==> config.mk <==
export PLATFORM = sky130hd
export DESIGN_NAME = url_query_string_parser_flat
export DESIGN_NICKNAME = d
export VERILOG_FILES = /design/src/sv/uqp_pkg.sv /design/src/sv/uqp_if.sv /design/src/sv/uqp_front.sv /design/src/sv/uqp_queue.sv /design/src/sv/uqp_back.sv /design/src/sv/url_query_string_parser.sv /design/src/flat_wrapper.sv
export SDC_FILE = /design/constraint.sdc
export NUM_CORES = 1
export LEC_CHECK = 0
export ABC_AREA = 0
export BUFFER_PORTS_ARGS = -buffer_cell sky130_fd_sc_hd__buf_2
export CORE_ASPECT_RATIO = 0.8
export CORE_UTILIZATION = 55
export CTS_BUF_LIST = sky130_fd_sc_hd__clkbuf_8
export CTS_CLUSTER_DIAMETER = 100
export DETAILED_ROUTE_END_ITERATION = 8
export PLACE_DENSITY = 0.69
export SETUP_SLACK_MARGIN = 0.3
export SYNTH_ARGS = -nofsm -noshare
export SYNTH_HDL_FRONTEND = slang
export SYNTH_HIERARCHICAL = 1
export SYNTH_SLANG_ARGS = --single-unit
==> constraint.sdc <==
create_clock -name clk -period 16 [get_ports clk]
set_input_delay 2.4 -clock clk [delete_from_list [all_inputs] [get_ports clk]]
set_output_delay 2.4 -clock clk [all_outputs]
set_load 0.01 [all_outputs]
==> src/sv/uqp_pkg.sv <==
// shared types, character codes and helper functions for the query string parser
`timescale 1ns / 1ps

package uqp_pkg;

    localparam int unsigned MAX_RES = 6;

    localparam logic [2:0] KIND_KEY_BYTE   = 3'd0;
    localparam logic [2:0] KIND_VALUE_BYTE = 3'd1;
    localparam logic [2:0] KIND_KEY_END    = 3'd2;
    localparam logic [2:0] KIND_PAIR_END   = 3'd3;
    localparam logic [2:0] KIND_QUERY_END  = 3'd4;

    localparam logic [7:0] CH_PERCENT = 8'h25;
    localparam logic [7:0] CH_AMP     = 8'h26;
    localparam logic [7:0] CH_EQUALS  = 8'h3D;
    localparam logic [7:0] CH_PLUS    = 8'h2B;
    localparam logic [7:0] CH_SPACE   = 8'h20;

    typedef struct packed {
        logic [2:0] kind;
        logic [7:0] data;
    } uqp_res_t;

    // all results caused by one input byte, in order
    typedef struct packed {
        logic [2:0]                 cnt;
        uqp_res_t [MAX_RES-1:0]     res;
    } uqp_bundle_t;

    function automatic uqp_bundle_t push_res(uqp_bundle_t b, logic [2:0] kind,
                                             logic [7:0] data);
        uqp_bundle_t r;
        r = b;
        if (b.cnt != 3'(MAX_RES))
        begin
            r.res[b.cnt].kind = kind;
            r.res[b.cnt].data = data;
            r.cnt = b.cnt + 3'd1;
        end
        return r;
    endfunction

    function automatic logic is_hex(logic [7:0] c);
        return (c >= 8'h30 && c <= 8'h39) || (c >= 8'h41 && c <= 8'h46)
            || (c >= 8'h61 && c <= 8'h66);
    endfunction

    function automatic logic [3:0] hex_nib(logic [7:0] c);
        logic [3:0] v;
        if (c <= 8'h39)
            v = c[3:0];
        else
            v = c[3:0] + 4'd9;
        return v;
    endfunction

endpackage

==> src/sv/uqp_if.sv <==
// valid/ready channel interfaces for query bytes and decoded results
`timescale 1ns / 1ps

interface uqp_in_if;
    logic       valid;
    logic       ready;
    logic [7:0] text_byte;
    logic       final_byte;

    modport source (output valid, output text_byte, output final_byte, input ready);
    modport sink   (input valid, input text_byte, input final_byte, output ready);
endinterface

interface uqp_out_if;
    logic       valid;
    logic       ready;
    logic [2:0] kind;
    logic [7:0] decoded_byte;
    logic       run_last;

    modport source (output valid, output kind, output decoded_byte, output run_last,
                    input ready);
    modport sink   (input valid, input kind, input decoded_byte, input run_last,
                    output ready);
endinterface

==> src/sv/uqp_front.sv <==
// front end: pair and escape tracking, builds the result bundle of each byte
`timescale 1ns / 1ps

module uqp_front (
    input  logic                 clk,
    input  logic                 rst_n,
    uqp_in_if.sink               query,
    input  logic                 q_full,
    output logic                 push,
    output uqp_pkg::uqp_bundle_t push_bundle
);

    localparam logic [1:0] PH_START = 2'd0;
    localparam logic [1:0] PH_KEY   = 2'd1;
    localparam logic [1:0] PH_VALUE = 2'd2;
    localparam logic [1:0] PH_SKIP  = 2'd3;

    localparam logic [1:0] ESC_NONE = 2'd0;
    localparam logic [1:0] ESC_ONE  = 2'd1;
    localparam logic [1:0] ESC_TWO  = 2'd2;

    logic [1:0] phase_reg, phase_next;
    logic [1:0] esc_reg, esc_next;
    logic [7:0] held_reg, held_next;

    logic                 accept;
    uqp_pkg::uqp_bundle_t bnd;
    logic [1:0]           nph;
    logic [1:0]           es;
    logic [7:0]           hd;
    logic [7:0]           d;
    logic                 do_feed, do_flush, key_end, pair_end, fire;
    logic [2:0]           k_old, k_new;

    assign query.ready = !q_full;
    assign accept      = query.valid && !q_full;

    always_comb
    begin
        bnd      = '0;
        nph      = phase_reg;
        es       = (esc_reg == ESC_TWO || esc_reg == ESC_ONE) ? esc_reg : ESC_NONE;
        hd       = held_reg;
        d        = (query.text_byte == uqp_pkg::CH_PLUS) ? uqp_pkg::CH_SPACE
                                                         : query.text_byte;
        do_feed  = 1'b0;
        do_flush = 1'b0;
        key_end  = 1'b0;
        pair_end = 1'b0;
        fire     = 1'b0;

        unique case (phase_reg)
            PH_START:
            begin
                if (query.text_byte == uqp_pkg::CH_AMP)
                    nph = PH_START;
                else if (query.text_byte == uqp_pkg::CH_EQUALS)
                    nph = PH_SKIP;
                else
                begin
                    nph     = PH_KEY;
                    do_feed = 1'b1;
                end
            end
            PH_KEY:
            begin
                if (query.text_byte == uqp_pkg::CH_AMP)
                begin
                    do_flush = 1'b1;
                    key_end  = 1'b1;
                    pair_end = 1'b1;
                    nph      = PH_START;
                end
                else if (query.text_byte == uqp_pkg::CH_EQUALS)
                begin
                    do_flush = 1'b1;
                    key_end  = 1'b1;
                    nph      = PH_VALUE;
                end
                else
                    do_feed = 1'b1;
            end
            PH_VALUE:
            begin
                if (query.text_byte == uqp_pkg::CH_AMP)
                begin
                    do_flush = 1'b1;
                    pair_end = 1'b1;
                    nph      = PH_START;
                end
                else
                    do_feed = 1'b1;
            end
            PH_SKIP:
            begin
                if (query.text_byte == uqp_pkg::CH_AMP)
                    nph = PH_START;
                es = ESC_NONE;
            end
        endcase

        k_old = (phase_reg == PH_VALUE) ? uqp_pkg::KIND_VALUE_BYTE : uqp_pkg::KIND_KEY_BYTE;
        k_new = (nph == PH_VALUE) ? uqp_pkg::KIND_VALUE_BYTE : uqp_pkg::KIND_KEY_BYTE;

        // data byte: resolve a pending escape first, then the byte itself
        if (do_feed)
        begin
            fire = 1'b1;
            if (es == ESC_ONE)
            begin
                if (uqp_pkg::is_hex(d))
                begin
                    hd   = d;
                    es   = ESC_TWO;
                    fire = 1'b0;
                end
                else
                begin
                    bnd = uqp_pkg::push_res(bnd, k_new, uqp_pkg::CH_PERCENT);
                    es  = ESC_NONE;
                end
            end
            else if (es == ESC_TWO)
            begin
                if (uqp_pkg::is_hex(d) && uqp_pkg::is_hex(hd))
                begin
                    bnd  = uqp_pkg::push_res(bnd, k_new,
                               {uqp_pkg::hex_nib(hd), uqp_pkg::hex_nib(d)});
                    es   = ESC_NONE;
                    fire = 1'b0;
                end
                else
                begin
                    bnd = uqp_pkg::push_res(bnd, k_new, uqp_pkg::CH_PERCENT);
                    bnd = uqp_pkg::push_res(bnd, k_new, hd);
                    es  = ESC_NONE;
                end
            end
            if (fire)
            begin
                if (d == uqp_pkg::CH_PERCENT)
                    es = ESC_ONE;
                else
                    bnd = uqp_pkg::push_res(bnd, k_new, d);
            end
        end

        // delimiter: a cut-short escape goes out literally
        if (do_flush)
        begin
            if (es != ESC_NONE)
                bnd = uqp_pkg::push_res(bnd, k_old, uqp_pkg::CH_PERCENT);
            if (es == ESC_TWO)
                bnd = uqp_pkg::push_res(bnd, k_old, hd);
            es = ESC_NONE;
        end
        if (key_end)
            bnd = uqp_pkg::push_res(bnd, uqp_pkg::KIND_KEY_END, 8'h00);
        if (pair_end)
            bnd = uqp_pkg::push_res(bnd, uqp_pkg::KIND_PAIR_END, 8'h00);

        if (query.final_byte)
        begin
            if (nph == PH_KEY || nph == PH_VALUE)
            begin
                if (es != ESC_NONE)
                    bnd = uqp_pkg::push_res(bnd, k_new, uqp_pkg::CH_PERCENT);
                if (es == ESC_TWO)
                    bnd = uqp_pkg::push_res(bnd, k_new, hd);
            end
            if (nph == PH_KEY)
                bnd = uqp_pkg::push_res(bnd, uqp_pkg::KIND_KEY_END, 8'h00);
            if (nph == PH_KEY || nph == PH_VALUE)
                bnd = uqp_pkg::push_res(bnd, uqp_pkg::KIND_PAIR_END, 8'h00);
            bnd = uqp_pkg::push_res(bnd, uqp_pkg::KIND_QUERY_END, 8'h00);
        end

        if (query.final_byte)
        begin
            phase_next = PH_START;
            esc_next   = ESC_NONE;
            held_next  = 8'h00;
        end
        else
        begin
            phase_next = nph;
            esc_next   = es;
            held_next  = hd;
        end
    end

    // bytes that cause no result never enter the queue
    assign push        = accept && (bnd.cnt != 3'd0);
    assign push_bundle = bnd;

    always_ff @(posedge clk or negedge rst_n)
    begin
        if (!rst_n)
        begin
            phase_reg <= PH_START;
            esc_reg   <= ESC_NONE;
            held_reg  <= 8'h00;
        end
        else if (accept)
        begin
            phase_reg <= phase_next;
            esc_reg   <= esc_next;
            held_reg  <= held_next;
        end
    end

endmodule

==> src/sv/uqp_queue.sv <==
// short bundle queue between the front and back ends
`timescale 1ns / 1ps

module uqp_queue #(
    parameter int DEPTH = 2
) (
    input  logic                 clk,
    input  logic                 rst_n,
    input  logic                 push,
    input  uqp_pkg::uqp_bundle_t push_bundle,
    output logic                 full,
    input  logic                 pop,
    output logic                 head_valid,
    output uqp_pkg::uqp_bundle_t head
);

    localparam int PTR_W = (DEPTH > 1) ? $clog2(DEPTH) : 1;
    localparam int CNT_W = $clog2(DEPTH + 1);

    uqp_pkg::uqp_bundle_t mem_reg [DEPTH];
    logic [PTR_W-1:0]     wr_ptr_reg, rd_ptr_reg;
    logic [CNT_W-1:0]     count_reg;
    logic                 do_push, do_pop;

    assign full       = (count_reg == CNT_W'(DEPTH));
    assign head_valid = (count_reg != '0);
    assign head       = mem_reg[rd_ptr_reg];
    assign do_push    = push && !full;
    assign do_pop     = pop && head_valid;

    always_ff @(posedge clk)
    begin
        if (do_push)
            mem_reg[wr_ptr_reg] <= push_bundle;
    end

    always_ff @(posedge clk or negedge rst_n)
    begin
        if (!rst_n)
        begin
            wr_ptr_reg <= '0;
            rd_ptr_reg <= '0;
            count_reg  <= '0;
        end
        else
        begin
            if (do_push)
                wr_ptr_reg <= (wr_ptr_reg == PTR_W'(DEPTH - 1)) ? '0 : wr_ptr_reg + 1'b1;
            if (do_pop)
                rd_ptr_reg <= (rd_ptr_reg == PTR_W'(DEPTH - 1)) ? '0 : rd_ptr_reg + 1'b1;
            if (do_push && !do_pop)
                count_reg <= count_reg + 1'b1;
            else if (do_pop && !do_push)
                count_reg <= count_reg - 1'b1;
        end
    end

endmodule

==> src/sv/uqp_back.sv <==
// back end: walks each bundle into the output register, one result per cycle unless stalled
`timescale 1ns / 1ps

module uqp_back (
    input  logic                 clk,
    input  logic                 rst_n,
    input  logic                 head_valid,
    input  uqp_pkg::uqp_bundle_t head,
    output logic                 pop,
    uqp_out_if.source            result
);

    logic       out_valid_reg;
    logic [2:0] kind_reg;
    logic [7:0] data_reg;
    logic       last_reg;
    logic [2:0] idx_reg;
    logic       load, at_last;

    assign load    = head_valid && (!out_valid_reg || result.ready);
    assign at_last = (idx_reg == head.cnt - 3'd1);
    assign pop     = load && at_last;

    assign result.valid        = out_valid_reg;
    assign result.kind         = kind_reg;
    assign result.decoded_byte = data_reg;
    assign result.run_last     = last_reg;

    always_ff @(posedge clk or negedge rst_n)
    begin
        if (!rst_n)
        begin
            out_valid_reg <= 1'b0;
            idx_reg       <= 3'd0;
        end
        else
        begin
            if (load)
                out_valid_reg <= 1'b1;
            else if (result.ready)
                out_valid_reg <= 1'b0;
            if (load)
                idx_reg <= at_last ? 3'd0 : idx_reg + 3'd1;
        end
    end

    always_ff @(posedge clk)
    begin
        if (load)
        begin
            kind_reg <= head.res[idx_reg].kind;
            data_reg <= head.res[idx_reg].data;
            last_reg <= at_last;
        end
    end

endmodule

==> src/sv/url_query_string_parser.sv <==
// top level of the streaming url query string parser
// Usage: raw query bytes enter on the query channel (text_byte, final_byte set on
// the last byte of a query). Decoded key and value bytes and the key-end,
// pair-end and query-end markers leave on the result channel; run_last marks
// the last result caused by one input byte.
// Path: the first result of a byte is written into the queue, then loaded into
// the output register, from which it can leave when the back end is idle.
// Throughput: one byte per cycle while each byte causes at most one result and
// result.ready stays high; a byte that causes several results holds the output
// register until all have left; the back end moves one result per cycle while
// result.ready is high. Bytes causing no result never enter the queue. The queue
// of QUEUE_DEPTH bundles keeps the front end taking bytes while a burst drains.
// Reset: state returns to the start of a pair with no escape pending, the queue
// is emptied and result.valid drops.
// Stall: while result.ready is low the output register holds; the queue fills
// and then query.ready drops until the back end frees an entry.
`timescale 1ns / 1ps

module url_query_string_parser #(
    parameter int QUEUE_DEPTH = 2
) (
    input  logic      clk,
    input  logic      rst_n,
    uqp_in_if.sink    query,
    uqp_out_if.source result
);

    logic                 push, q_full, pop, head_valid;
    uqp_pkg::uqp_bundle_t push_bundle, head;

    uqp_front u_front (
        .clk         (clk),
        .rst_n       (rst_n),
        .query       (query),
        .q_full      (q_full),
        .push        (push),
        .push_bundle (push_bundle)
    );

    uqp_queue #(
        .DEPTH (QUEUE_DEPTH)
    ) u_queue (
        .clk         (clk),
        .rst_n       (rst_n),
        .push        (push),
        .push_bundle (push_bundle),
        .full        (q_full),
        .pop         (pop),
        .head_valid  (head_valid),
        .head        (head)
    );

    uqp_back u_back (
        .clk        (clk),
        .rst_n      (rst_n),
        .head_valid (head_valid),
        .head       (head),
        .pop        (pop),
        .result     (result)
    );

endmodule

==> src/flat_wrapper.sv <==
// flat-port wrapper written by rule: the top's interface ports become plain ports
module url_query_string_parser_flat 
#(
    parameter int QUEUE_DEPTH = 2
)
  (clk, rst_n, query_valid, query_text_byte, query_final_byte, query_ready, result_valid, result_kind, result_decoded_byte, result_run_last, result_ready);
  uqp_in_if query_i ();
  uqp_out_if result_i ();
  input  logic clk;
  input  logic rst_n;
  input wire logic [$bits(query_i.valid)-1:0] query_valid;
  input wire logic [$bits(query_i.text_byte)-1:0] query_text_byte;
  input wire logic [$bits(query_i.final_byte)-1:0] query_final_byte;
  output wire logic [$bits(query_i.ready)-1:0] query_ready;
  output wire logic [$bits(result_i.valid)-1:0] result_valid;
  output wire logic [$bits(result_i.kind)-1:0] result_kind;
  output wire logic [$bits(result_i.decoded_byte)-1:0] result_decoded_byte;
  output wire logic [$bits(result_i.run_last)-1:0] result_run_last;
  input wire logic [$bits(result_i.ready)-1:0] result_ready;
  assign query_i.valid = query_valid;
  assign query_i.text_byte = query_text_byte;
  assign query_i.final_byte = query_final_byte;
  assign query_ready = query_i.ready;
  assign result_valid = result_i.valid;
  assign result_kind = result_i.kind;
  assign result_decoded_byte = result_i.decoded_byte;
  assign result_run_last = result_i.run_last;
  assign result_i.ready = result_ready;
  url_query_string_parser #(.QUEUE_DEPTH(QUEUE_DEPTH)) u_core (.clk(clk), .rst_n(rst_n), .query(query_i), .result(result_i));
endmodule
==> summary.txt, run 1 <==
Outcome
  – Status: finished, final reports clean

STA
  – Hold Fails Final Rpt: 0
  – Fmax achieved: 0.0693 GHz
  – Rel. slew slack: 40.2%
  – Fin crit period: roughly 14,000 ps
  – Worst slew pin tran: 888 ps
  – # setup viols final: 0
  – Final worst slack: about 1600 ps
  – Total Neg Setup Slack: 0 ps
  – Crit share post-route: 90.2%
  – Unrepaired setup endpoints after global routing: no
  – Worst clock skew: 12.7 ps
  – Final Max Tran Viols: 0

CTS
  – Hold buffer count at cts: 0
  – Clock latency on the worst-skew pair: between 400 and 500 ps
  – Clock Root Buffer: clkbuf_8
  – CTS max path bufs: 2
  – H-tree levels: 4
  – CTS Buf Count: 17
  – Clk sinks: 170
  – Post-CTS Setup Inserts: 0
  – Worst-path clk slew: 100 ps
  – CTS tree: done
  – Post-CTS sizing: 0

Placement
  – IO Port Bufs: 26
  – Detail Placement HPWL: 21.5 mm
  – Pre-CTS setup slack: 1440 ps
  – Placed inst area: 11,600 um^2
  – Routability Congestion: slightly below 1

Setup path
  – Largest stage delay on the critical path: 850 ps
  – Crit path buf inv count: 10
  – R2r setup slk: 2780 ps
  – Most frequent CP cell: ha_1
  – Worst r2r src: u_core/u_front/phase_reg[0]$_DFFE_PN0P_
  – CP Class: input pin to flip-flop
  – Worst Path Required: 16,090 ps
  – Critical Path Fanout Max: 56
  – CP Capture Type: flip-flop
  – Reg2Reg Depth: 47
  – Arr. time, crit path: 14,530 ps
  – Reg2reg end: u_core/u_queue/mem_reg[0][30]$_DFFE_PP_
  – CP delay by family, top: compound AO/OA/AOI/OAI gates
  – Slowest-stage cell, CP: o32ai_1
  – Startpoint Class: input pin

Routing
  – DR WL/cell: 22.1 um
  – # DRC: 0
  – Total number of vias: 8,651
  – Detailed-router iteration count before antenna repair: 5
  – Post-DRT Antenna Nets: 0
  – Routed wire length: 29.6 mm
  – Detailed router's first-iteration violation count: between 1,000 and 1,500
  – Drt via density: 6.46

Yosys
  – Post-synth EDFFs: 150
  – Top FF cell, synth: edfxtp_1
  – Syn Nets: roughly 1,100
  – Register area share after synthesis: 43.7%
  – Syn avg cell area: 10.7 um^2
  – Synthesized instance count: 1,069
  – Asr flop ratio synth: 11.8%
  – Seq cells post-synth: 170
  – Yosys cell types: 105
  – Synth Cell Area: 11,400 um^2
  – Synth warnings: 6

Cells and area
  – Diode count: 0
  – Layout area overhead: 4.66%
  – Reg area: between 5000 and 6000 um^2
  – Layout cells sized above 1: 17.6%
  – Final nets: around 1,100
  – Multi-input logic area: between 5000 and 6000 um^2
  – Max reg flops: 138
  – Final design area excluding fillers: 12,000 um^2
  – Fill cell count: approximately 1,700

GRT
  – Gr usage total: 28.5%
  – First-pass GRT wire length: about 46 mm
  – Total global routing overflow: 0
  – Initial antenna violation count: 0
  – Vias in the first global route: 8,106
  – Pin count of the biggest net entering global routing: 57

Hold path
  – Cell count of the worst hold path: 1
  – Hold path start: u_core/u_queue/count_reg[1]$_DFFE_PN0P_
  – HP Class: flip-flop to flip-flop
  – Hold Path End: u_core/u_queue/count_reg[1]$_DFFE_PN0P_

Power
  – Cell area power density: 212 nW/um^2
  – VDD IR max: 0.237 mV
  – Leak: between 4 and 5 nW
  – Total power: 2.53 mW

Floorplanning
  – Initial core utilization: 57.0%
  – Die Span Y: 131 um
  – Total die area: 21,400 um^2
  – Die Wd: 163 um
  – Core area: 20,100 um^2
  – I/O pin count: 27
  – # rows: 46

Flow run
  – Max cap viols: 0
## worst max path at each step
stage,from,depth (start not counted),slack [ps],end
detailed placement,query_text_byte[1],48,1440,u_core/u_queue/mem_reg[0][31]$_DFFE_PP_
floorplan,query_text_byte[4],47,1480,u_core/u_queue/mem_reg[0][0]$_DFFE_PP_
finish,query_text_byte[1],48,1560,u_core/u_queue/mem_reg[0][30]$_DFFE_PP_
global route,query_text_byte[1],48,510,u_core/u_queue/mem_reg[0][30]$_DFFE_PP_
global placement,query_text_byte[1],48,1970,u_core/u_queue/mem_reg[0][42]$_DFFE_PP_
CTS,query_text_byte[1],48,1890,u_core/u_queue/mem_reg[0][30]$_DFFE_PP_
## per-layer routing
layer	routed length [um]	vias to the layer above	track usage (%)	share of wire (%)
met4	632	0	7.75	2.1
li1	-	4003	-	-
met3	2230	56	4.86	7.5
met1	13400	4190	40.6	45
met5	0	-	0	0
met2	13300	402	44.9	45
## layout make-up
cell class	instances	share of cell area [%]
timing repair buffer	35	1.65
inverter	51	1.60
tap	264	2.76
clock buffer	17	1.95
clock inverter	15	1.35
sequential	170	41.8
multi-input combinational	787	48.9
## synth_stat cells (19+ instances only)
cell type	n	share of area [%]
edfxtp_1	150	39
nor2_1	113	3.7
nand2_1	86	2.8
mux2_4	69	9.1
a21oi_1	47	2.1
o21ai_0	47	2.1
inv_1	45	1.5
a22oi_1	34	2.2
clkbuf_1	34	1.1
mux2i_1	29	2.5
ha_1	28	3.1
nor3_1	27	1.2
nand3_1	26	1.1
o22ai_1	21	1.1
dfrtp_1	20	4.4
nand2b_1	19	1.0
## cell families (layout without fill, tap and decap cells)
logic type,after synthesis,in the layout,synth area share [%]
AND/OR/NAND/NOR,367,367,16.0
AO/OA/AOI/OAI,260,260,16.2
flip-flops,170,170,43.7
buffers and inverters,112,118,5.20
multiplexers,111,111,14.0
adder cells (fa/ha/maj),28,28,3.06
XOR/XNOR,21,21,1.86
## power by group
part / switching (mW) / internal, mW
Sequential: 0.0848 / 0.751
Clock: 0.175 / 0.130
Combinational: 0.845 / 0.547
## through the flow
| stage | hold WS [ps] | util (%) | instances |
|---|---|---|---|
| floorplan | 456 | - | 1069 |
| global placement | 483 | 57.6 | 1307 |
| detailed placement | 483 | 57.6 | 1307 |
| CTS | 498 | 59.6 | 1339 |
| global route | 535 | 59.6 | 1339 |
| finish | 494 | 59.6 | 1339 |
## cells in the final DEF (no fill, tap or decap), drive strengths merged, types with 21 or more instances in the layout
cell type,netlist,routed
edfxtp,150,150
nor2,117,117
nand2,87,87
mux2,71,71
o21ai,55,55
inv,47,54
a21oi,49,49
buf,26,35
a22oi,34,34
mux2i,29,29
nor3,29,29
ha,28,28
nand3,27,27
o22ai,21,21
(Power assumes the default switching activity.)
==> run 2, diff against run 1 <==
--- a/config.mk
+++ b/config.mk
@@ -8,6 +8,7 @@
 export ABC_AREA = 0
 export BUFFER_PORTS_ARGS = -buffer_cell sky130_fd_sc_hd__buf_2
 export CORE_ASPECT_RATIO = 0.8
+export CORE_MARGIN = 3
 export CORE_UTILIZATION = 55
 export CTS_BUF_LIST = sky130_fd_sc_hd__clkbuf_8
 export CTS_CLUSTER_DIAMETER = 100
==> constraint.sdc (replaced) <==
create_clock -name clk -period 16 [get_ports clk]
set_input_delay 0.8 -clock clk [delete_from_list [all_inputs] [get_ports clk]]
set_output_delay 0.8 -clock clk [all_outputs]
set_load 0.01 [all_outputs]
==> run 2 against run 1 <==
Wire length rose by 1.8%. Fmax rose by 8.6%. Global-route usage shrank 1.7 points. Die area rose by 5.6%. Largest power group unchanged. Total power up 1.0%. Register-to-register slack worse by 80 ps.
==> summary.txt, run 2 (synthesized netlist as in run 1, its figures left out) <==
CTS
  – H-tree levels: 4 (unchanged)
  – Hold buffer count at cts: 0 (unchanged)
  – Clock Root Buffer: clkbuf_8 (unchanged)
  – CTS max path bufs: 2 (unchanged)
  – Post-CTS sizing: 0 (unchanged)
  – CTS Buf Count: 17 (unchanged)
  – Clock latency on the worst-skew pair: 460 ps (about the same)
  – CTS tree: done (unchanged)
  – Worst-path clk slew: 100 ps (about the same)
  – Clk sinks: 170 (unchanged)
  – Post-CTS Setup Inserts: 0 (unchanged)

Cells and area
  – Commonest non-fill, non-tap cell in the layout: edfxtp_1 (unchanged)
  – Layout cells sized above 1: 17.7% (was 17.6%)
  – Final nets: 1,105 (was 1,103)
  – Fill cell count: 1,687 (was 1,676)
  – Most frequent cells in the layout: edfxtp_1 (150), nor2_1 (112), nand2_1 (86) (unchanged)
  – Final core area utilization: 59.6% (about the same)
  – Multi-input logic area: 5850 um^2 (unchanged)
  – Reg area: 5010 um^2 (unchanged)
  – Diode count: 0 (unchanged)
  – Layout area overhead: 5.03% (was 4.66%)
  – Max reg flops: 138 (unchanged)

Placement
  – Detail Placement HPWL: 21.8 mm (was 21.5 mm)
  – Pre-CTS setup slack: 2830 ps (was 1440 ps)
  – Routability Congestion: 0.962 (was 0.973)
  – IO Port Bufs: 26 (unchanged)

Routing
  – Post-DRT Antenna Nets: 0 (unchanged)
  – Total number of vias: 8,776 (was 8,651)
  – Detailed router's first-iteration violation count: 1,454 (was 1,262)
  – DR WL/cell: 22.4 um (was 22.1 um)
  – # DRC: 0 (unchanged)
  – Drt via density: 6.54 (was 6.46)
  – Routed wire length: 30.1 mm (was 29.6 mm)
  – Detailed-router iteration count before antenna repair: 6 (was 5)

Hold path
  – HP Class: input pin to async pin (was flip-flop to flip-flop)

STA
  – Hold Fails Final Rpt: 0 (unchanged)
  – Fmax achieved: 0.0752 GHz (was 0.0693 GHz)
  – Total Neg Setup Slack: 0 ps (unchanged)
  – Fin crit period: 13,300 ps (was 14,440 ps)
  – Crit share post-route: 83.1% (was 90.2%)
  – Worst slew pin tran: 1030 ps (was 888 ps)
  – Final worst slack: 2700 ps (was 1560 ps)
  – # setup viols final: 0 (unchanged)
  – Worst clock skew: 16.1 ps (was 12.7 ps)
  – Final Max Tran Viols: 0 (unchanged)
  – Rel. slew slack: 31.2% (was 40.2%)
  – Unrepaired setup endpoints after global routing: no (unchanged)

GRT
  – Pin count of the biggest net entering global routing: 51 (was 57)
  – Total global routing overflow: 0 (unchanged)
  – Initial antenna violation count: 0 (unchanged)
  – Gr usage total: 26.7% (was 28.5%)
  – First-pass GRT wire length: 46.7 mm (was 45.9 mm)
  – Vias in the first global route: 8,022 (was 8,106)

Setup path
  – Slowest-stage cell, CP: o32ai_1 (unchanged)
  – CP Class: flip-flop to flip-flop (was input pin to flip-flop)
  – CP delay by family, top: compound AO/OA/AOI/OAI gates (unchanged)
  – Critical Path Fanout Max: 36 (was 56)
  – Startpoint Class: flip-flop (was input pin)
  – Worst Path Required: 16,100 ps (was 16,090 ps)
  – Crit path buf inv count: 9 (was 10)
  – CP Capture Type: flip-flop (unchanged)
  – Most frequent CP cell: ha_1 (unchanged)
  – Largest stage delay on the critical path: 830 ps (was 850 ps)
  – Arr. time, crit path: 13,400 ps (was 14,530 ps)

Floorplanning
  – Total die area: 22,600 um^2 (was 21,400 um^2)
  – I/O pin count: 27 (unchanged)
  – Initial core utilization: 56.8% (was 57.0%)
  – Core area: 20,100 um^2 (about the same)
  – # rows: 46 (unchanged)
  – Die Span Y: 135 um (was 131 um)
  – Die Wd: 167 um (was 163 um)

Power
  – Leak: 4.58 nW (was 4.57 nW)
  – VDD IR max: 0.188 mV (was 0.237 mV)
  – Cell area power density: 213 nW/um^2 (was 212 nW/um^2)

Outcome
  – Status: finished, final reports clean (unchanged)

Flow run
  – Max cap viols: 0 (unchanged)
[run 2: changes by cell type in the layout (fill, tap and decap cells not counted), sizes merged]
cell and delta:
inv -1, bufinv +2, clkinv -3, buf +2, clkinvlp +2
[run 2: worst reg2reg max path: cells and delay by family, from the launching register on]
family	cells	cell delay (ps)
compound gates	14	3620
xor+xnor	1	630
fa+ha+maj	10	3260
buf+inv	9	1730
flops	1	430
mux	2	510
simple gates	11	2750
[run 2: metal layers]
| metal | track usage, % | up-vias | share of wire (%) |
|---|---|---|---|
| met2 | 42.3 | 436 | 45 |
| met3 | 5.12 | 45 | 8.3 |
| met1 | 38.3 | 4267 | 44 |
| li1 | - | 4028 | - |
| met4 | 6.91 | 0 | 1.9 |
| met5 | 0 | - | 0 |
[run 2: layout make-up]
class	instances	area share [%]
multi-input cells	787	48.7
repair buffers	37	1.77
flip-flops and latches	170	41.7
clock inverters	15	1.57
clock buffers	17	1.95
inverters	51	1.59
well taps	264	2.75
[run 2: report_power, final]
part,internal [mW],leakage [nW],switching [mW],total [mW]
combinational,0.546,2.69,0.851,1.40
sequential,0.752,1.68,0.0850,0.837
clock,0.158,0.212,0.167,0.325
total,1.46,4.58,1.10,2.56
[run 2: worst paths after layout]
check                                                        start                                 endpoint  slack [ps]  cells past startpoint
setup / recovery           u_core/u_front/phase_reg[0]$_DFFE_PN0P_  u_core/u_queue/mem_reg[0][17]$_DFFE_PP_        2700                     47
min in group clk           u_core/u_queue/count_reg[1]$_DFFE_PN0P_  u_core/u_queue/count_reg[1]$_DFFE_PN0P_         530                      1
hold / removal                                               rst_n    u_core/u_front/esc_reg[0]$_DFFE_PN0P_         370                      1
setup reg to reg           u_core/u_front/phase_reg[0]$_DFFE_PN0P_  u_core/u_queue/mem_reg[0][17]$_DFFE_PP_        2700                     47
hold reg to reg            u_core/u_queue/count_reg[1]$_DFFE_PN0P_  u_core/u_queue/count_reg[1]$_DFFE_PN0P_         530                      1
max in group asynchronous                                    rst_n    u_core/u_queue/rd_ptr_reg$_DFFE_PN0P_       15150                      1
[run 2: through the flow]
stage / cell area [um^2] / total power [mW] / hold WS (ps) / std cells
detailed placement: 11600 / 2.22 / 510 / 1309
global route: 12000 / 2.70 / 358 / 1341
CTS: 12000 / 2.54 / 349 / 1341
global placement: 11600 / 2.20 / 476 / 1309
floorplan: 11400 / 1.90 / 456 / 1069
finish: 12000 / 2.56 / 367 / 1341
